==> config.mk <==
export PLATFORM = sky130hd
export DESIGN_NAME = bfla_ctrl
export DESIGN_NICKNAME = d
export VERILOG_FILES = /design/src/rtl/core/block_free_list_allocator_core_macros.svh /design/src/rtl/core/bfla_pkg.sv /design/src/rtl/core/bfla_ctrl.sv
export SDC_FILE = /design/constraint.sdc
export NUM_CORES = 1
export LEC_CHECK = 0
export ABC_CLOCK_PERIOD_IN_PS = 2400
export BUFFER_PORTS_ARGS = -buffer_cell sky130_fd_sc_hd__buf_4
export CAP_MARGIN = 20
export CORE_AREA = 2 2 39 41
export DETAILED_ROUTE_END_ITERATION = 6
export DIE_AREA = 0 0 41 43
export PLACE_DENSITY = 0.41
export SLEW_MARGIN = 20
export SYNTH_ARGS = -nofsm -noshare
export SYNTH_HDL_FRONTEND = slang
export SYNTH_SLANG_ARGS = --single-unit
export TNS_END_PERCENT = 100
==> constraint.sdc <==
create_clock -name clk -period 2.4 [get_ports clk]
set_clock_uncertainty 0.2 [all_clocks]
set_input_delay 0.48 -clock clk [delete_from_list [all_inputs] [get_ports clk]]
set_output_delay 0.48 -clock clk [all_outputs]
set_load 0.05 [all_outputs]
==> src/rtl/core/block_free_list_allocator_core_macros.svh <==
// ----------------------------------------------------------------------------
// Block free list allocator: assertion macros
// Shared concurrent assertion forms, clocked on the rising edge and disabled
// while the active-low reset is asserted.
// ----------------------------------------------------------------------------
`ifndef BLOCK_FREE_LIST_ALLOCATOR_CORE_MACROS_SVH
`define BLOCK_FREE_LIST_ALLOCATOR_CORE_MACROS_SVH

// Consequent must hold in the same cycle as the antecedent.
`define BFLA_ASSERT_SAME(label, clk, rst_n, ante, cons, msg) \
    label: assert property (@(posedge clk) disable iff (!rst_n) (ante) |-> (cons)) \
        else $error(msg);

// Consequent must hold in the cycle after the antecedent.
`define BFLA_ASSERT_NEXT(label, clk, rst_n, ante, cons, msg) \
    label: assert property (@(posedge clk) disable iff (!rst_n) (ante) |=> (cons)) \
        else $error(msg);

`endif

==> src/rtl/core/bfla_pkg.sv <==
// ----------------------------------------------------------------------------
// Block free list allocator package
// Sizes, state encoding and the command and status bundles shared by the
// controller, the datapath and the top level.
// ----------------------------------------------------------------------------
`default_nettype none

package bfla_pkg;

    localparam int NUM_BLOCKS    = 65536;
    localparam int PORTION       = 100;
    localparam int INDEX_W       = 16;
    localparam int INDEX_MAX     = (2 ** INDEX_W) - 1;
    localparam int HIGHEST_INDEX = ((NUM_BLOCKS - 1) > INDEX_MAX) ? INDEX_MAX
                                                                  : (NUM_BLOCKS - 1);
    localparam int LINK_DEPTH    = 2 ** INDEX_W;
    localparam int PTR_W         = $clog2(PORTION);
    localparam int CNT_W         = $clog2(PORTION + 1);

    localparam logic CMD_ALLOC = 1'b0;
    localparam logic CMD_FREE  = 1'b1;

    localparam logic STATUS_DONE     = 1'b0;
    localparam logic STATUS_NO_SPACE = 1'b1;

    typedef enum logic [1:0] {
        ST_IDLE,
        ST_READ_WAIT,
        ST_FILL,
        ST_RESULT
    } bfla_state_t;

    typedef struct packed {
        logic accept;
        logic cache_pop;
        logic link_pop;
        logic fail;
        logic extend;
        logic free_push;
        logic free_link;
        logic take_read;
        logic fill_push;
        logic load_out;
    } bfla_cmd_t;

    typedef struct packed {
        logic in_valid;
        logic is_free;
        logic idx_zero;
        logic cache_empty;
        logic cache_full;
        logic list_empty;
        logic no_space;
        logic fill_last;
        logic out_free;
    } bfla_sts_t;

endpackage

`default_nettype wire

==> src/rtl/core/bfla_ctrl.sv <==
// ----------------------------------------------------------------------------
// Block free list allocator controller
// Sequences one word at a time: decode, memory read wait, cache fill after
// an extend, and hand-off of the result to the output register.
// ----------------------------------------------------------------------------
`default_nettype none

module bfla_ctrl (
    input  wire logic                clk,
    input  wire logic                rst_n,
    input  wire bfla_pkg::bfla_sts_t sts,
    output bfla_pkg::bfla_cmd_t      cmd,
    output logic                     in_ready
);
    import bfla_pkg::*;

    bfla_state_t state_reg, state_next;

    always_ff @(posedge clk or negedge rst_n)
    begin
        if (!rst_n)
        begin
            state_reg <= ST_IDLE;
        end
        else
        begin
            state_reg <= state_next;
        end
    end

    always_comb
    begin
        state_next = state_reg;
        cmd        = '0;
        in_ready   = 1'b0;

        case (state_reg)
            ST_IDLE:
            begin
                in_ready = 1'b1;
                if (sts.in_valid)
                begin
                    cmd.accept = 1'b1;
                    if (!sts.is_free)
                    begin
                        if (!sts.cache_empty)
                        begin
                            cmd.cache_pop = 1'b1;
                            state_next    = ST_READ_WAIT;
                        end
                        else if (!sts.list_empty)
                        begin
                            cmd.link_pop = 1'b1;
                            state_next   = ST_READ_WAIT;
                        end
                        else if (sts.no_space)
                        begin
                            cmd.fail   = 1'b1;
                            state_next = ST_RESULT;
                        end
                        else
                        begin
                            cmd.extend = 1'b1;
                            state_next = ST_FILL;
                        end
                    end
                    else
                    begin
                        // A free of index zero is dropped; it only returns a result.
                        if (!sts.idx_zero)
                        begin
                            if (!sts.cache_full)
                            begin
                                cmd.free_push = 1'b1;
                            end
                            else
                            begin
                                cmd.free_link = 1'b1;
                            end
                        end
                        state_next = ST_RESULT;
                    end
                end
            end

            ST_READ_WAIT:
            begin
                cmd.take_read = 1'b1;
                state_next    = ST_RESULT;
            end

            ST_FILL:
            begin
                cmd.fill_push = 1'b1;
                if (sts.fill_last)
                begin
                    state_next = ST_RESULT;
                end
            end

            ST_RESULT:
            begin
                if (sts.out_free)
                begin
                    cmd.load_out = 1'b1;
                    state_next   = ST_IDLE;
                end
            end

            default:
            begin
                state_next = ST_IDLE;
            end
        endcase
    end

endmodule

`default_nettype wire

Yosys cells after proc, flatten, opt, wreduce, memory -nomap -nowiden
Index checks and enable logic that the tools add are counted.

Memories kept: 0. Output and inout bits: 11. ROM bits: 0. Register bits after elaboration: 2. RAM bits: 0. Latch bits: 0.

Reductions and logical operators: 2. Shift operators: 0. Divide/modulo/power cells: 0. Order comparisons: 0. Eq/ne operators: 6. Bitwise gates (word level): 0. $mul: 0. Multiplexer cells: 26. $add $sub $neg: 0.

Operators by type and width (number): 2-to-1 mux 2 bit (9); 2-to-1 mux 7 bit (2); 2-to-1 mux 1 bit (12); case mux 2 bit (4 select lines) (1); inequality test 2 bit (second input constant) (3); == test 2 bit (second input constant) (2); 2-to-1 mux 4 bit (1); 2-to-1 mux 3 bit (1); AND reduction 3 bit (1); == test 2 x 1 -> 1 bit (second input constant) (1); logical NOT 2 bit (1).

Logic depth before layout (Yosys ltp)
Depth after elaboration: 6. Mapped depth: 5. Depth with buffers taken out: 5.

Worst setup path before layout
OpenSTA, ideal clock, no wires.

Kind: reg2out. Start: register state_reg[0]. End: output cmd[3] in the netlist's numbering. Stages on the path, launching flop included: 5. Data required time: 1.720 ns. Buffers on the path: 0. Arrival time: 2.966 ns. Slack: -1.246 ns. Cells stage by stage: dfrtp_1 -> inv_1 -> ha_1 -> nand2_1 -> nor4b_1.

RTL lines: start: declaration (RTL line bfla_ctrl.sv:17) `bfla_state_t state_reg, state_next;`; start signal: assignment (RTL line bfla_ctrl.sv:27) `state_reg <= state_next;`; end: declaration (RTL line bfla_ctrl.sv:12) `output bfla_pkg::bfla_cmd_t cmd,`.

==> results.toml <==
[status]
status = "finished, final reports clean"

[logic_synthesis]
ys_warn_count = 0
yosys_register_bits = 2
syn-num-nets = 45
syn_inst = 30
synth.top_cell.area_share_pct = 20.8
synth_area_um2 = 240
avgSynthCellArea_um2 = 8.01
synth_cell_types = 15
ys_top_cells_by_area = "dfrtp_1, ha_1, inv_1"
seq_area_frac_synth_pct = 20.8
yosysTopAreaCell = "dfrtp_1"

[finish]
utilization_pct = 40.0
largest_register_ffs = 2
nFillCells = 143
syn_to_final_growth_pct = 130
fin_nets = 72
diodes = 0
drive_gt1_share_pct = 58.2

[die]
core_area_um2 = 1380
die_area_um2 = 1760
chipWidth_um = 41
die_y_um = 43
ioPinCount = 22
rows = 14
start_util_pct = 17.4

[cts]
cts_root_buf = "clkbuf_4"
clk_pin_slew_worst_paths_ns = 0.03
cts_tree = "yes"
clkLatencyLatePin_ns = 0.22
cts_made_buffers = 3
h-tree-depth = 1
cts_buffer_depth = 2
clock-sinks = 2

[critical_path]
r2r-end = "state_reg[1]"
worstPathRequired_ns = 1.72
path_max_fanout = 7
path_class = "reg2out"
worstReg2RegStart = "state_reg[1]"
cp-start-kind = "flip-flop"
endpoint_kind = "output port"
crit_end = "cmd[5]"
r2r_slack_ns = 0.55
path_buf_inv = 2
r2r_cells = 4
crit_chain = "inv_1 -> ha_4 -> nand2_4 -> nor4_4 -> buf_4"
slowest_stage = "dfrtp_1"
path_delay_family = "flip-flops"
worstPathArrival_ns = 1.54
crit_cells = 5
cp_slowest_stage_delay_ns = 0.39
crit_start = "state_reg[0]"

[power_and_ir_drop]
power_density_nw_per_um2 = 1050
ir_drop_mv = 0.445
p_leak_uw = 0.000296
p_total_uw = 578

[timing]
hold_violations = 0
maxSlewHeadroom_pct = 67.9
maxSlewViolCount = 0
max_freq_mhz = 451
min_period_ns = 2.22
rsz0062_at_grt = "false"
setup_ws_ns = 0.182
setup_tns_ns = 0
holdWs_ns = 0.364
worst_slew_pin_slew_ns = 0.482
post-route-period-util_pct = 92.4
setup_violations = 0

[global_route]
gr-usage-all-layers_pct = 11.4
grt_max_degree = 8
grt_pass1_wl_um = 1330
antenna_found_initial = 0
grt_pass1_vias = 359
grt.overflow.total = 0

[hold_path]
hold_class = "reg2reg"
hp-start = "state_reg[1]"

[detailed_routing]
wl_um = 814
vias = 317
wl_per_cell_um = 11.5
vias_per_cell = 4.46
drtAntennaViolNets = 0
drt_iter0_drc = 5
dr.pass1.iters = 4
drc = 0

[placement]
place_ws_ns = 0.294
gp_congestion = 0.654
portBuffers = 21
dpl.hpwl_um = 716

[job]
maxCapViolations = 0
[cell families after synthesis]
| logic type | after synthesis | synth area share, % |
|---|---|---|
| simple gates | 12 | 27.6 |
| buf+inv | 7 | 10.9 |
| fa+ha+maj | 4 | 20.8 |
| compound gates | 3 | 10.9 |
| mux | 2 | 8.85 |
| flops | 2 | 20.8 |
[cells in the mapped netlist]
master and number:
a222oi_1 1, mux2i_1 1, nor4b_1 2, nor4_1 2, dfrtp_1 2, mux2_1 1
a31oi_1 1, and2_1 1, inv_1 7, a41o_1 1, nor2_1 2, ha_1 4
nor3_1 2, nand3_1 1, nand2_1 2
[placed cells by master (no fill, tap or decap), types with 2 or more instances in the layout]
cell / count
nor2_1: 2
dfrtp_1: 2
buf_4: 21
inv_1: 7
nor4b_4: 2
nor4_4: 2
ha_1: 3
clkbuf_4: 3
nor3_4: 2
[worst min path at each step]
stage                         endpoint  cells after the start  slack [ns]
final                     state_reg[1]                      1        0.36
after global routing      state_reg[0]                      2        0.38
after CTS                 state_reg[1]                      2        0.37
after detailed placement  state_reg[1]                      1        0.06
after global placement    state_reg[1]                      1        0.06
after floorplan           state_reg[0]                      0       -0.02
[metrics by stage]
| stage | area, µm² | std cells |
|---|---|---|
| global route | 553 | 71 |
| finish | 553 | 71 |
| detailed placement | 515 | 67 |
| global placement | 515 | 67 |
| CTS | 548 | 71 |
| floorplan | 338 | 30 |
[power by group]
group / switching [µW] / internal, µW
Sequential: 16.2 / 53.8
Clock: 16.9 / 55.0
Combinational: 276 / 161
[layer usage]
metal | vias to the layer above | share of wire [%] | global-route usage [%]
met5 | - | 0 | 0
met4 | 0 | 0 | 8.00
met3 | 0 | 6.4 | 1.57
met2 | 10 | 59 | 20.9
met1 | 150 | 35 | 10.0
li1 | 157 | - | -
[repair_timing]
item                                    4_1_cts  5_1_grt
resized for setup                             0        1
endpoints found under the setup margin        0        2
buffers inserted                              0        0
endpoints found under the hold margin         2        0
hold buffers                                  1        0
[layout make-up]
type | instances | area (µm²) | share of cell area (%)
multi-input cells | 21 | 267 | 48.2
repair buffers | 22 | 168 | 30.3
flip-flops and latches | 2 | 50.0 | 9.05
inverters | 7 | 26.3 | 4.75
clock buffers | 3 | 22.5 | 4.07
well taps | 16 | 20.0 | 3.62
Note: power is estimated with default switching activity, not from simulation.
